===== src/sv/rts_pkg.sv =====
package rts_pkg;

	// Queue between the classifier and the tally
	localparam int FIFO_DEPTH = 4;

	// Fixed widths of the result fields, the syllable and group counters and the code point
	localparam int OUT_CNT_W = 24;
	localparam int EASE_W    = 14;
	localparam int GRADE_W   = 32;
	localparam int SYL_W     = 32;
	localparam int GROUP_W   = 16;
	localparam int CP_W      = 21;

	// Scaled Flesch coefficients (hundredths; the ease terms doubled for the half-unit base)
	localparam int EASE_BASE = 41367;
	localparam int EASE_WW   = 203;
	localparam int EASE_YS   = 16920;
	localparam int GRADE_WW  = 39;
	localparam int GRADE_YS  = 1180;
	localparam int GRADE_SW  = 1559;
	localparam int EASE_TOP  = 10000;
	localparam logic [GRADE_W-1:0] GRADE_TOP = '1;

	// Character codes with a role of their own
	localparam logic [CP_W-1:0] CP_NEWLINE    = 21'h00000A;
	localparam logic [CP_W-1:0] CP_FULL_STOP  = 21'h00002E;
	localparam logic [CP_W-1:0] CP_EXCLAIM    = 21'h000021;
	localparam logic [CP_W-1:0] CP_QUESTION   = 21'h00003F;
	localparam logic [CP_W-1:0] CP_UNDERSCORE = 21'h00005F;
	localparam logic [CP_W-1:0] CP_DOT_I_CAP  = 21'h000130;

	typedef struct packed {
		logic has_char;
		logic last;
		logic space;
		logic newline;
		logic punct;
		logic letter;
		logic wordc;
		logic vowel;
		logic is_e;
	} char_class_t;

endpackage


===== src/sv/rts_tally.sv =====
module rts_tally #(
	parameter int COUNT_BITS = 24
) (
	input  logic                       clk,
	input  logic                       arst_n,
	input  rts_pkg::char_class_t       head,
	input  logic                       empty,
	output logic                       pop,
	output logic                       done_valid,
	input  logic                       done_ready,
	output logic [COUNT_BITS-1:0]      fin_lines,
	output logic [COUNT_BITS-1:0]      fin_words,
	output logic [COUNT_BITS-1:0]      fin_chars,
	output logic [COUNT_BITS-1:0]      fin_sents,
	output logic [rts_pkg::SYL_W-1:0]  fin_syl
);
	import rts_pkg::*;

	logic [COUNT_BITS-1:0] lines_q, words_q, chars_q, sents_q;
	logic [SYL_W-1:0]      syl_q;
	logic [GROUP_W-1:0]    groups_q;
	logic                  active_q, letters_q, prevv_q, ends_e_q;
	logic                  punct_q, line_text_q;

	logic [COUNT_BITS-1:0] lines_n, words_n, chars_n, sents_n;
	logic [SYL_W-1:0]      syl_n;
	logic [GROUP_W-1:0]    groups_n;
	logic                  active_n, letters_n, prevv_n, ends_e_n;
	logic                  punct_n, line_text_n;
	logic                  close_now;
	logic [GROUP_W-1:0]    word_syl;
	logic [SYL_W:0]        syl_sum;

	function automatic logic [COUNT_BITS-1:0] sat_inc(input logic [COUNT_BITS-1:0] v);
		return (v == '1) ? v : v + 1'b1;
	endfunction

	assign done_valid = !empty && head.last;
	assign pop        = !empty && (!head.last || done_ready);

	always_comb begin
		lines_n     = lines_q;
		words_n     = words_q;
		chars_n     = chars_q;
		sents_n     = sents_q;
		syl_n       = syl_q;
		groups_n    = groups_q;
		active_n    = active_q;
		letters_n   = letters_q;
		prevv_n     = prevv_q;
		ends_e_n    = ends_e_q;
		punct_n     = punct_q;
		line_text_n = line_text_q;
		word_syl    = '0;
		syl_sum     = '0;

		if (head.has_char) begin
			if (!head.space) begin
				chars_n     = sat_inc(chars_q);
				line_text_n = 1'b1;
			end
			if (head.newline) begin
				if (line_text_q) begin
					lines_n = sat_inc(lines_q);
				end
				line_text_n = 1'b0;
			end
			if (head.punct) begin
				if (!punct_q) begin
					sents_n = sat_inc(sents_q);
				end
				punct_n = 1'b1;
			end else begin
				punct_n = 1'b0;
			end
			// run flags and groups are zero whenever no run is open
			if (head.wordc) begin
				active_n  = 1'b1;
				letters_n = (letters_q || !active_q) && head.letter;
				if (head.vowel && !prevv_q && groups_q != '1) begin
					groups_n = groups_q + 1'b1;
				end
				prevv_n  = head.vowel;
				ends_e_n = head.is_e;
			end
		end

		close_now = (head.has_char && !head.wordc) || head.last;
		if (close_now) begin
			if (active_n && letters_n) begin
				word_syl = (ends_e_n && groups_n > GROUP_W'(1)) ? groups_n - 1'b1 : groups_n;
				if (word_syl == '0) begin
					word_syl = GROUP_W'(1);
				end
				words_n = sat_inc(words_n);
				syl_sum = {1'b0, syl_n} + (SYL_W+1)'(word_syl);
				syl_n   = syl_sum[SYL_W] ? '1 : syl_sum[SYL_W-1:0];
			end
			active_n  = 1'b0;
			letters_n = 1'b0;
			prevv_n   = 1'b0;
			ends_e_n  = 1'b0;
			groups_n  = '0;
		end

		// count a final line without a newline
		if (head.last && line_text_n) begin
			lines_n = sat_inc(lines_n);
		end
	end

	assign fin_lines = lines_n;
	assign fin_words = words_n;
	assign fin_chars = chars_n;
	assign fin_sents = sents_n;
	assign fin_syl   = syl_n;

	always_ff @(posedge clk or negedge arst_n) begin
		if (!arst_n) begin
			lines_q     <= '0;
			words_q     <= '0;
			chars_q     <= '0;
			sents_q     <= '0;
			syl_q       <= '0;
			groups_q    <= '0;
			active_q    <= 1'b0;
			letters_q   <= 1'b0;
			prevv_q     <= 1'b0;
			ends_e_q    <= 1'b0;
			punct_q     <= 1'b0;
			line_text_q <= 1'b0;
		end else if (pop) begin
			if (head.last) begin
				lines_q     <= '0;
				words_q     <= '0;
				chars_q     <= '0;
				sents_q     <= '0;
				syl_q       <= '0;
				groups_q    <= '0;
				active_q    <= 1'b0;
				letters_q   <= 1'b0;
				prevv_q     <= 1'b0;
				ends_e_q    <= 1'b0;
				punct_q     <= 1'b0;
				line_text_q <= 1'b0;
			end else begin
				lines_q     <= lines_n;
				words_q     <= words_n;
				chars_q     <= chars_n;
				sents_q     <= sents_n;
				syl_q       <= syl_n;
				groups_q    <= groups_n;
				active_q    <= active_n;
				letters_q   <= letters_n;
				prevv_q     <= prevv_n;
				ends_e_q    <= ends_e_n;
				punct_q     <= punct_n;
				line_text_q <= line_text_n;
			end
		end
	end
endmodule


===== config.mk =====
export PLATFORM = sky130hd
export DESIGN_NAME = rts_tally
export DESIGN_NICKNAME = d
export VERILOG_FILES = /design/src/sv/rts_pkg.sv /design/src/sv/rts_tally.sv
export SDC_FILE = /design/constraint.sdc
export NUM_CORES = 1
export LEC_CHECK = 0
export BUFFER_PORTS_ARGS = -buffer_cell sky130_fd_sc_hd__buf_2
export CAP_MARGIN = 20
export CORE_MARGIN = 8
export CORE_UTILIZATION = 49
export DETAILED_ROUTE_END_ITERATION = 10
export HOLD_SLACK_MARGIN = 0.1
export PLACE_DENSITY = 0.74
export SYNTH_ARGS = -nofsm -noshare
export SYNTH_HDL_FRONTEND = slang
export SYNTH_SLANG_ARGS = --single-unit

===== constraint.sdc =====
create_clock -name clk -period 10.9 [get_ports clk]
set_input_delay 1.09 -clock clk [delete_from_list [all_inputs] [get_ports clk]]
set_output_delay 1.09 -clock clk [all_outputs]
set_load 0.02 [all_outputs]

[Word-level counts from Yosys, hierarchy flattened]
Cells that the tools add are included.
Word-level totals
  flip-flop bits (word level): 150
  bits of input ports: 13
  output and inout bits: 130
  logic and storage cells: 106
Operators by class
  add/subtract/negate cells: 8
  $lt $le $gt $ge: 1
  eq/ne operators: 6
  multiplexer cells: 56
  reductions and logical operators: 23
Operators by type and width (count)
  two-way mux 24 bit: 20
  two-way mux 16 bit: 9
  two-way mux 32 bit: 4
  adder 24 x 1 -> 24 bit (second input constant): 5
  equality test 24 bit (second input constant): 5
  adder 32 x 16 -> 33 bit: 1
  two-way mux 1 bit: 23
  adder 16 x 1 -> 16 bit (second input constant): 1
  greater-than comparator 16 x 1 -> 1 bit (second input constant): 1
  zero test 16 bit: 1
  != test 16 bit (second input constant): 1
  subtractor 16 x 1 -> 16 bit (second input constant): 1
  logical AND 1 bit: 9
  nonzero test 3 bit: 2
  zero test 1 bit: 5
  logical OR 1 bit: 3
  AND reduction 3 bit: 1
  AND reduction 2 bit: 1
  nonzero test 2 bit: 1

[Logic depth before layout (Yosys ltp)]
Gate-level depths: netlist of the first run.
  depth after elaboration: 18
  mapped depth: 30
  depth with buffers taken out: 27

[Worst setup path after synthesis of the first run]
Ideal clock, no wire load.
  path type: input-to-output
  from: input port head[2] in the netlist's numbering
  to: output port fin_syl[29] in the netlist's numbering
  arrival: 6.697 ns
  data required time: 9.810 ns
  slack: 3.113 ns
  stages: 26
  buffers on the path: 2
  cell sequence: nand4b_4 -> nor2_1 -> mux2i_1 -> ha_1 -> nor2_1 -> a2111oi_2 -> and4_1 -> buf_6 -> or2_1 -> o22ai_2 -> xnor2_1 -> or4_1 -> o41ai_2 -> ha_1 -> fa_1 -> a21o_1 -> a21oi_1 -> o21bai_1 -> a21oi_1 -> or4_1 -> a31oi_1 -> nand2_1 -> clkbuf_1 -> nor3_1 -> nor2_1 -> a21oi_1
Between the ends
  cells in the longest elaborated chain, start to end: 13
  elaborated cells between the ends (all ways): 24
  classes of those cells: add/sub: 2; order compare: 1; mux: 15; reduce/logical: 6
RTL lines
  start: declaration: line rts_tally.sv:6  | input rts_pkg::char_class_t head,
  two-way mux 16 bit: line rts_tally.sv:77  | if (head.wordc) begin
  two-way mux 16 bit: line rts_tally.sv:57  | if (head.has_char) begin
  greater-than comparator 16 x 1 -> 1 bit: line rts_tally.sv:91  | word_syl = (ends_e_n && groups_n > GROUP_W'(1)) ? groups_n - 1'b1 : groups_n;
  logical AND 1 bit: line rts_tally.sv:91
  two-way mux 16 bit: line rts_tally.sv:91
  zero test 16 bit: line rts_tally.sv:92  | if (word_syl == '0) begin
  two-way mux 16 bit: line rts_tally.sv:92
  two-way mux 16 bit: line rts_tally.sv:90  | if (active_n && letters_n) begin
  two-way mux 16 bit: line rts_tally.sv:89  | if (close_now) begin
  adder 32 x 16 -> 33 bit: line rts_tally.sv:96  | syl_sum = {1'b0, syl_n} + (SYL_W+1)'(word_syl);
  two-way mux 32 bit: line rts_tally.sv:97  | syl_n = syl_sum[SYL_W] ? '1 : syl_sum[SYL_W-1:0];
  two-way mux 32 bit: line rts_tally.sv:90
  two-way mux 32 bit *: line rts_tally.sv:89
  end: declaration: line rts_tally.sv:15  | output logic [rts_pkg::SYL_W-1:0] fin_syl
Mark *: on every way between the ends. The rest lies on a longest branch, timed or not. The select of a mux whose other input is x is not followed.

[Worst setup path after layout of the first run]
  from: register groups_q[0]
  to: output port fin_syl[25] in the netlist's numbering
Between the ends
  cells in the longest elaborated chain, start to end: 16
  elaborated cells between the ends (all ways): 18
  classes of those cells: add/sub: 3; order compare: 1; eq/ne: 1; mux: 10; reduce/logical: 3
RTL lines
  start: declaration: line rts_tally.sv:21  | logic [GROUP_W-1:0] groups_q;
  start signal: assignment: line rts_tally.sv:152  | groups_q <= groups_n;
  parallel branches: the longest is 4 deep, another holds adder 16 x 1 -> 16 bit
  two-way mux 16 bit *: line rts_tally.sv:57
  greater-than comparator 16 x 1 -> 1 bit: line rts_tally.sv:91
  logical AND 1 bit: line rts_tally.sv:91
  two-way mux 16 bit *: line rts_tally.sv:91
  zero test 16 bit: line rts_tally.sv:92
  two-way mux 16 bit *: line rts_tally.sv:92
  two-way mux 16 bit *: line rts_tally.sv:90
  two-way mux 16 bit *: line rts_tally.sv:89
  adder 32 x 16 -> 33 bit *: line rts_tally.sv:96
  two-way mux 32 bit *: line rts_tally.sv:97
  two-way mux 32 bit *: line rts_tally.sv:90
  two-way mux 32 bit *: line rts_tally.sv:89
Mark *: on every way between the ends. The select of a mux whose other input is x is not followed.

==> key figures, run 1 <==
Clocking
  • Htree depth: 4
  • CTS resizes: 0
  • Clock root cell: clkbuf_16
  • Reg clk slew, reported paths: 70 ps
  • Worst-Skew Late Latency: 430 ps
  • Total CTS buffers: 17
  • CTS tree: built
  • Clk buf depth: 2
  • Hold Buf Count CTS: 0
  • Num Clock Sinks: 150
  • Setup repair bufs after CTS: 0

Drt
  • Max Used Layer: met5
  • Vias/cell: 6.11
  • DR iter-0 viols: 1070
  • Wirelength per Cell: 18.0 µm
  • Drt first pass iters: 6
  • Routed via count: roughly 11k
  • # DRC: 0
  • Met2 Wirelength: 15600 µm
  • Final antenna-violating net count: 0
  • DR WL met3: 2030 µm
  • Metal-1 WL: 15000 µm
  • Routed Wire Length: 33300 µm

Worst setup path
  • Crit path largest cell delay: 570 ps
  • CP top delay family: simple AND/OR/NAND/NOR gates
  • Critical-path top delay cell: or4_1
  • Most frequent CP cell: ha_1
  • Setup CP Type: reg2out
  • Crit path launch: groups_q[0]
  • Worst R2R Start: groups_q[0]
  • Internal reg-to-reg setup slack: 3070 ps
  • Bufs and invs on worst path: 1
  • WP data arrival: 8350 ps
  • CP max FO: 14
  • Critical Path RT: roughly 9800 ps
  • Crit path capture type: output port
  • Critical Path Start Type: flip-flop

Synthesis
  • FF+latch count, synth: 150
  • Main synth FF type: dfrtp_1
  • Yosys Warn Count: 0
  • Asr flop ratio synth: 100%
  • Syn Area/Cell: 8.12 µm²
  • Mapped Nets: 1491
  • Netlist cell types: 80
  • Post-synth EDFFs: 0
  • Seq/Total Area, Yosys: between 30% and 40%
  • Post-synthesis cell count: 1453
  • Synth Cell Area: roughly 0.012 mm²

STA
  • Clk_skew: 12.7 ps
  • Min Tclk post-route: 9440 ps
  • Max_slew headroom: 32.2%
  • Final setup vio count: 0
  • Final worst path period share: approximately 87%
  • RSZ-0062 raised after global routing: no
  • Setup TNS: 0 ps
  • Least-Margin Pin Slew: between 1000 and 1500 ps
  • Max Clock Freq: 106 MHz
  • Fin. Hold Viols: 0
  • Final Max Slew Viols: 0

Place
  • DP Wirelength: around 23000 µm
  • Port bufs: 142
  • GPL Wtd Cong: 0.914

Power and ir drop
  • Sequential share of power: 42.2%
  • Switch share: between 30% and 40%
  • PD cells: 114 mW/mm²
  • Comb pwr share: between 20% and 30%
  • Tot Pwr: 1.50 mW
  • Max VDD drop: 0.0000842 V
  • Switching power: roughly 0.50 mW
  • Static leakage: 5.78 nW
  • Pint: 0.992 mW
  • Clock network fraction of design power: 37.8%

Final layout
  • Number of fill cells in the layout: 2211
  • Layout cells sized above 1: 14.2%
  • Utilization after layout: 55.6%
  • Final #Nets: 1556
  • Synth-to-Final Area Change: 11.0%

Global routing
  • Largest net degree at the start of global routing: between 80 and 90
  • First-pass GRT wire length: 55000 µm
  • Antenna violations before repair: 3
  • Global Route Usage Sum: approximately 23%
  • Vias in the first global route: 10.8k
  • Grt ovf: 0

Die
  • Initial Util: ~50%
  • Full die area: 0.0293 mm²
  • Die Height: 171 µm
  • Io pins: 143
  • Core Rows: 56
  • Core Area: 0.0235 mm²
  • Die Width: 171 µm

Hold path
  • Hold_sp: ends_e_q
  • Hold Crit Class: reg2reg

Flow run
  • Max-cap violations: 0

Outcome
  • Outcome: finished clean
-- area by class of cell --
type,instances,area [µm²],area share (%)
diodes,1,2.50,0.0191
clock buffers,18,429,3.28
clock inverters,13,116,0.888
inverters,29,109,0.831
multi-input cells,1169,7510,57.3
flip-flops and latches,150,3750,28.7
well taps,319,399,3.05
repair buffers,151,785,5.99
-- worst reg2reg max path: cells and delay by family, from the launching register on --
family                     cells  cell delay (ps)
muxes                          1              340
DFF                            1              500
adders and majority gates      4             1220
AOI/OAI and AO/OA             10             2010
and+or+nand+nor               10             3530
xor gates and xnor gates       1              160
-- worst paths after layout --
path / endpoint / cells past startpoint
setup / recovery: fin_syl[25] / 27
hold / removal: ends_e_q / 2
setup reg to reg: syl_q[25] / 26
hold reg to reg: ends_e_q / 2
max in group asynchronous: chars_q[21] / 2
min in group asynchronous: chars_q[1] / 1
-- cell usage after synthesis, types with 6 or more instances --
cell type,instances,share of area (%)
nand2_1,174,5.5
dfrtp_1,150,32
o21ai_0,117,5.0
nor2_1,99,3.1
xnor2_1,92,6.8
a21oi_1,81,3.4
clkbuf_1,72,2.3
nand3_1,69,2.9
xor2_1,61,4.5
a22o_1,58,4.3
nor3_1,51,2.2
and3_1,33,1.7
nand4_1,32,1.7
inv_1,28,0.89
ha_1,24,2.5
and4_1,22,1.6
mux2i_1,21,1.8
buf_2,19,0.81
a31oi_1,17,0.90
nor4_1,17,0.90
and2_1,15,0.80
a21o_1,14,0.89
o31ai_1,14,0.89
o21a_1,12,0.76
nor2b_1,11,0.58
or3_1,8,0.42
buf_1,7,0.22
nand2b_1,7,0.37
o22ai_1,7,0.37
or4_1,7,0.45
a211oi_1,6,0.38
nand4b_1,6,0.45
o211ai_1,6,0.38
-- registers in the layout, summed over array words and instances (netlist names) --
signal	flops
sents_q	24
groups_q	16
active_q	1
syl_q	32
chars_q	24
lines_q	24
letters_q	1
line_text_q	1
prevv_q	1
words_q	24
punct_q	1
ends_e_q	1
-- cell usage in the layout, fill, tap and decap left out, types with 24 or more instances in the layout --
cell type,synthesis,final
nand2_1,174,174
dfrtp_1,150,150
buf_2,19,141
o21ai_0,117,116
nor2_1,99,98
xnor2_1,92,92
a21oi_1,81,81
nand3_1,69,69
xor2_1,61,61
a22o_1,58,58
nor3_1,51,51
and3_1,33,33
nand4_1,32,32
inv_1,28,28
ha_1,24,24
-- through the flow --
| stage | cells | hold WS (ps) | setup slack, ps | cell area, µm² |
|---|---|---|---|---|
| after detailed placement | 1818 | 482 | 1850 | 12600 |
| final | 1850 | 491 | 1460 | 13100 |
| after global routing | 1850 | 542 | 798 | 13100 |
| after floorplan | 1453 | 450 | 3110 | 11800 |
| after global placement | 1818 | 462 | 2220 | 12600 |
| after CTS | 1849 | 495 | 1580 | 13100 |
-- power by group through the flow --
stage	clock (mW)	combinational [mW]	sequential, mW
after detailed placement	0	0.301	0.640
after floorplan	0	0.225	0.619
after CTS	0.578	0.302	0.630
final	0.565	0.300	0.632
after global routing	0.602	0.331	0.636
after global placement	0	0.293	0.638
-- kinds of logic after synthesis --
family / synth area share, %
xor gates and xnor gates: 11.4
muxes: 2.39
and+or+nand+nor: 25.9
buffers and inverters: 4.75
AOI/OAI and AO/OA: 21.1
adders and majority gates: 2.72
DFF: 31.8
-- per-layer routing --
| layer | GRT usage (%) | vias to the layer above |
|---|---|---|
| li1 | - | 5390 |
| met1 | 30.2 | 5482 |
| met2 | 36.9 | 370 |
| met3 | 4.33 | 53 |
| met4 | 7.33 | 4 |
| met5 | 0 | - |
(Power assumes the default switching activity.)
==> run 2, diff against run 1 <==
--- a/config.mk
+++ b/config.mk
@@ -7,11 +7,13 @@
 export LEC_CHECK = 0
 export BUFFER_PORTS_ARGS = -buffer_cell sky130_fd_sc_hd__buf_2
 export CAP_MARGIN = 20
+export CORE_ASPECT_RATIO = 2
 export CORE_MARGIN = 8
-export CORE_UTILIZATION = 49
+export CORE_UTILIZATION = 45
 export DETAILED_ROUTE_END_ITERATION = 10
 export HOLD_SLACK_MARGIN = 0.1
-export PLACE_DENSITY = 0.74
+export PLACE_DENSITY = 0.69
+export SETUP_SLACK_MARGIN = 0.02
 export SYNTH_ARGS = -nofsm -noshare
 export SYNTH_HDL_FRONTEND = slang
 export SYNTH_SLANG_ARGS = --single-unit
==> key figures, run 2 (same netlist as run 1, synthesis figures left out) <==
Global routing
  • First-pass GRT wire length: around 55000 µm
  • Antenna violations before repair: 2
  • Largest net degree at the start of global routing: between 80 and 90
  • Global Route Usage Sum: between 20% and 30%
  • Grt ovf: 0
  • Vias in the first global route: approximately 10k

Drt
  • Final antenna-violating net count: 0
  • DR iter-0 viols: ~880
  • Routed Wire Length: ~34000 µm
  • Vias/cell: 5.95
  • Wirelength per Cell: 18.0 µm
  • Routed via count: 11.1k
  • # DRC: 0
  • Drt first pass iters: 5

Flow run
  • Max-cap violations: 0

Die
  • Initial Util: 45.3%
  • Die Width: 130 µm
  • Io pins: 143
  • Die Height: 245 µm
  • Core Area: 0.0261 mm²
  • Full die area: 0.0320 mm²
  • Core Rows: 84

Worst setup path
  • Critical Path Start Type: flip-flop
  • Crit path launch: groups_q[0]
  • Most frequent CP cell: ha_1
  • CP top delay family: simple AND/OR/NAND/NOR gates
  • Bufs and invs on worst path: 1
  • Crit path largest cell delay: 540 ps
  • Setup CP Type: reg2out
  • Worst R2R Start: groups_q[0]
  • WP data arrival: 8240 ps
  • Crit path capture type: output port
  • Critical Path RT: ~9800 ps
  • Critical-path top delay cell: or4_1
  • CP max FO: 14

Power and ir drop
  • PD cells: roughly 110 mW/mm²
  • Clock network fraction of design power: 37.0%
  • Switch share: roughly 33%
  • Comb pwr share: 20.2%
  • Sequential share of power: 42.8%
  • Static leakage: 5.77 nW
  • Switching power: ~0.48 mW
  • Max VDD drop: 0.000115 V
  • Pint: 0.995 mW

Clocking
  • Total CTS buffers: 17
  • Hold Buf Count CTS: 0
  • Clk buf depth: 2
  • CTS tree: built
  • Worst-Skew Late Latency: 450 ps
  • Clock root cell: clkbuf_16
  • Setup repair bufs after CTS: 0
  • Reg clk slew, reported paths: about 60 ps
  • Htree depth: 4
  • Num Clock Sinks: 150
  • CTS resizes: 0

STA
  • Least-Margin Pin Slew: 959 ps
  • Clk_skew: between 8 and 9 ps
  • Setup TNS: 0 ps
  • Final setup vio count: 0
  • Final Max Slew Viols: 0
  • Final worst path period share: between 80% and 90%
  • RSZ-0062 raised after global routing: no
  • Min Tclk post-route: 9330 ps
  • Max Clock Freq: 107 MHz
  • Max_slew headroom: 36.0%
  • Fin. Hold Viols: 0

Final layout
  • Utilization after layout: 50.2%
  • Commonest non-fill, non-tap cell in the layout: nand2_1
  • Antenna diode count: 0
  • Synth-to-Final Area Change: 11.0%
  • Layout cells sized above 1: 13.9%
  • Most flops, register: syl_q
  • Max reg flops: 32
  • Final #Nets: 1555
  • Most frequent cells in the layout: 174 x nand2_1, 150 x dfrtp_1, 141 x buf_2

Outcome
  • Outcome: finished clean

Place
  • DP Wirelength: around 23000 µm
  • Port bufs: 142
  • GPL Wtd Cong: 0.907

Hold path
  • Hold_sp: ends_e_q
  • Hold Crit Class: reg2reg
## run 2: worst reg2reg max path: stages, from the launching register on
cell and delay [ps]:
dfrtp_1 480, ha_1 400, nand4_4 250, nor4_4 480
nor2_1 190, mux2i_1 350, ha_1 320, nor2_1 90
a2111oi_2 410, and4_1 410, or2_1 180, o22ai_2 80
xnor2_1 150, or4_1 550, o41ai_2 230, ha_1 240
fa_1 210, a21o_1 120, a21oi_1 100, o21bai_1 200
a21oi_1 150, or4_1 490, a31oi_1 340, nand2_1 400
nor3_1 460, and4b_1 260, nor3_1 50
## run 2: path summary, 6_finish.rpt
path	end	slack, ps	depth (start not counted)
min reg2reg	ends_e_q	500	2
min	ends_e_q	500	2
min in group asynchronous	sents_q[1]	690	1
max in group asynchronous	chars_q[17]	8750	2
max reg2reg	syl_q[30]	3190	26
max	fin_syl[25]	1570	27
## run 2: stage by stage
step / worst slack (ps) / power [mW] / instances / hold WS [ps] / instance area, µm²
floorplan: 3110 / 0.845 / 1453 / 450 / 11800
global placement: 2160 / 0.931 / 1842 / 470 / 12600
detailed placement: 1990 / 0.939 / 1842 / 504 / 12600
CTS: 1690 / 1.49 / 1873 / 518 / 13100
global route: 1020 / 1.54 / 1873 / 546 / 13100
finish: 1570 / 1.48 / 1873 / 504 / 13100
## run 2: final cells by class
cell class / instances / area, µm²
multi-input combinational: 1169 / 7510
timing repair buffer: 150 / 777
inverter: 29 / 109
clock buffer: 23 / 468
tap: 344 / 430
sequential: 150 / 3750
clock inverter: 8 / 51.3
fill: 2605 / 13000
## run 2: power by group through the flow
stage               registers, mW  logic, mW  clock network [mW]
CTS                         0.630      0.301               0.558
global route                0.637      0.327               0.577
detailed placement          0.640      0.300                   0
global placement            0.637      0.293                   0
finish                      0.631      0.298               0.546
floorplan                   0.619      0.225                   0
## run 2: metal layers
layer  vias to the layer above  GRT usage [%]  share of wire (%)
met5                         -           1.14               0.24
met4                         6           8.49                2.3
met3                        53           3.74                7.0
met2                       377           32.6                 46
met1                      5318           28.5                 45
li1                       5386              -                  -
==> run 3, diff against run 2 <==
--- a/config.mk
+++ b/config.mk
@@ -12,6 +12,7 @@
 export CORE_UTILIZATION = 45
 export DETAILED_ROUTE_END_ITERATION = 10
 export HOLD_SLACK_MARGIN = 0.1
+export MAX_ROUTING_LAYER = met4
 export PLACE_DENSITY = 0.69
 export SETUP_SLACK_MARGIN = 0.02
 export SYNTH_ARGS = -nofsm -noshare
==> key figures, run 3 (same netlist as run 1, synthesis figures left out) <==
Outcome
  • Outcome: finished clean

STA
  • Setup TNS: 0 ps
  • Final worst path period share: 85.8%
  • Min Tclk post-route: 9360 ps
  • Final setup vio count: 0
  • RSZ-0062 raised after global routing: no
  • Max Clock Freq: roughly 110 MHz
  • Final Max Slew Viols: 0
  • Clk_skew: 14.2 ps
  • Least-Margin Pin Slew: 979 ps
  • Fin. Hold Viols: 0
  • Max_slew headroom: roughly a third
  • Hold WS: roughly 480 ps
  • Final setup slack of the worst path: 1540 ps

Drt
  • Wirelength per Cell: roughly 18 µm
  • Routed Wire Length: 33800 µm
  • Drt first pass iters: 5
  • DR iter-0 viols: 871
  • Vias/cell: 5.96
  • Routed via count: ~11k
  • # DRC: 0
  • Final antenna-violating net count: 0

Die
  • Die Width: around 130 µm
  • Core Rows: 84
  • Core Area: 0.0261 mm²
  • Die Height: 245 µm
  • Full die area: 0.0320 mm²
  • Io pins: 143
  • Initial Util: 45.3%

Clocking
  • Num Clock Sinks: 150
  • Htree depth: 4
  • Reg clk slew, reported paths: around 60 ps
  • CTS resizes: 0
  • Clk buf depth: 2
  • Total CTS buffers: 17
  • Clock root cell: clkbuf_16
  • Setup repair bufs after CTS: 0
  • Worst-Skew Late Latency: 450 ps
  • Hold Buf Count CTS: 0
  • CTS tree: built

Worst setup path
  • Setup CP Type: reg2out
  • Worst reg2reg path depth: 26
  • Crit path capture type: output port
  • Critical Path Start Type: flip-flop
  • WP data arrival: about 8300 ps
  • CP max FO: 14
  • Critical Path RT: around 9800 ps

Global routing
  • Antenna violations before repair: 2
  • Grt ovf: 0
  • Largest net degree at the start of global routing: 85
  • First-pass GRT wire length: approximately 55000 µm
  • Global Route Usage Sum: 22.0%
  • Vias in the first global route: 10.5k

Final layout
  • Utilization after layout: about half
  • Layout cells sized above 1: 14.0%
  • Most flops, register: syl_q
  • Commonest non-fill, non-tap cell in the layout: nand2_1
  • Max reg flops: 32
  • Number of fill cells in the layout: 2511
  • Synth-to-Final Area Change: 11.7%
  • Final #Nets: ~1.6k
  • Flip-flop and latch area: approximately 0.0038 mm²
  • Most frequent cells in the layout: 174 x nand2_1, 150 x dfrtp_1, 141 x buf_2
  • Final instance area: between 0.01 and 0.015 mm²
  • Multi-input gate area in the final layout: roughly 0.0075 mm²

Place
  • Pre-CTS setup slack: 1860 ps
  • DP Wirelength: approximately 23000 µm
  • DP Area: 0.0126 mm²
  • Port bufs: roughly 140
  • GPL Wtd Cong: 0.894

Power and ir drop
  • PD cells: between 100 and 150 mW/mm²
  • Max VDD drop: 0.000106 V
  • Static leakage: about 5.8 nW

Hold path
  • Hold Crit Class: reg2reg
  • WHS Path Cells: 2

Flow run
  • Max-cap violations: 0
-- run 3: worst paths after layout --
path,from,to,slack (ps)
hold reg to reg,ends_e_q,ends_e_q,480
setup / recovery,groups_q[0],fin_syl[25],1540
setup reg to reg,groups_q[0],syl_q[30],3180
max in group asynchronous,arst_n,groups_q[3],8750
hold / removal,ends_e_q,ends_e_q,480
min in group asynchronous,arst_n,sents_q[13],670
-- run 3: layout make-up --
| cell class | count | share of cell area (%) |
|---|---|---|
| Multi-Input combinational cell | 1169 | 56.9 |
| Antenna cell | 2 | 0.0380 |
| Timing Repair Buffer | 151 | 5.95 |
| Clock inverter | 8 | 0.940 |
| Inverter | 29 | 0.826 |
| Sequential cell | 150 | 28.5 |
| Tap cell | 344 | 3.27 |
| Clock buffer | 23 | 3.55 |
-- run 3: layer usage --
| metal | GRT usage [%] | share of wire, % |
|---|---|---|
| met4 | 7.00 | 1.9 |
| met3 | 4.07 | 6.4 |
| met1 | 29.3 | 46 |
| met2 | 33.0 | 46 |
| met5 | - | 0 |
-- run 3: worst max-delay path, cell delays in order (launching register included) --
cell and delay (ps):
dfrtp_1 490, ha_1 410, nand4_4 240, nor4_4 450
nor2_1 180, mux2i_1 340, ha_1 320, nor2_1 100
a2111oi_2 430, and4_1 420, or2_1 180, o22ai_2 80
xnor2_1 160, or4_1 550, o41ai_2 240, ha_1 250
fa_1 210, a21o_1 120, a21oi_1 90, o21bai_1 190
a21oi_1 140, or4_1 490, a31oi_1 310, nand2_1 400
nor3_1 490, a31oi_1 110, a21bo_2 240, buf_2 160
-- run 3: where the power goes --
part	switching [mW]	leakage (nW)	internal [mW]
sequential	0.0442	2.06	0.587
combinational	0.191	3.46	0.108
clock	0.245	0.283	0.370
-- run 3: per-stage QoR --
stage | power, mW | cells
final | 1.54 | 1876
after global routing | 1.61 | 1876
after CTS | 1.56 | 1874
after detailed placement | 0.939 | 1843
after global placement | 0.931 | 1843
after floorplan | 0.845 | 1453
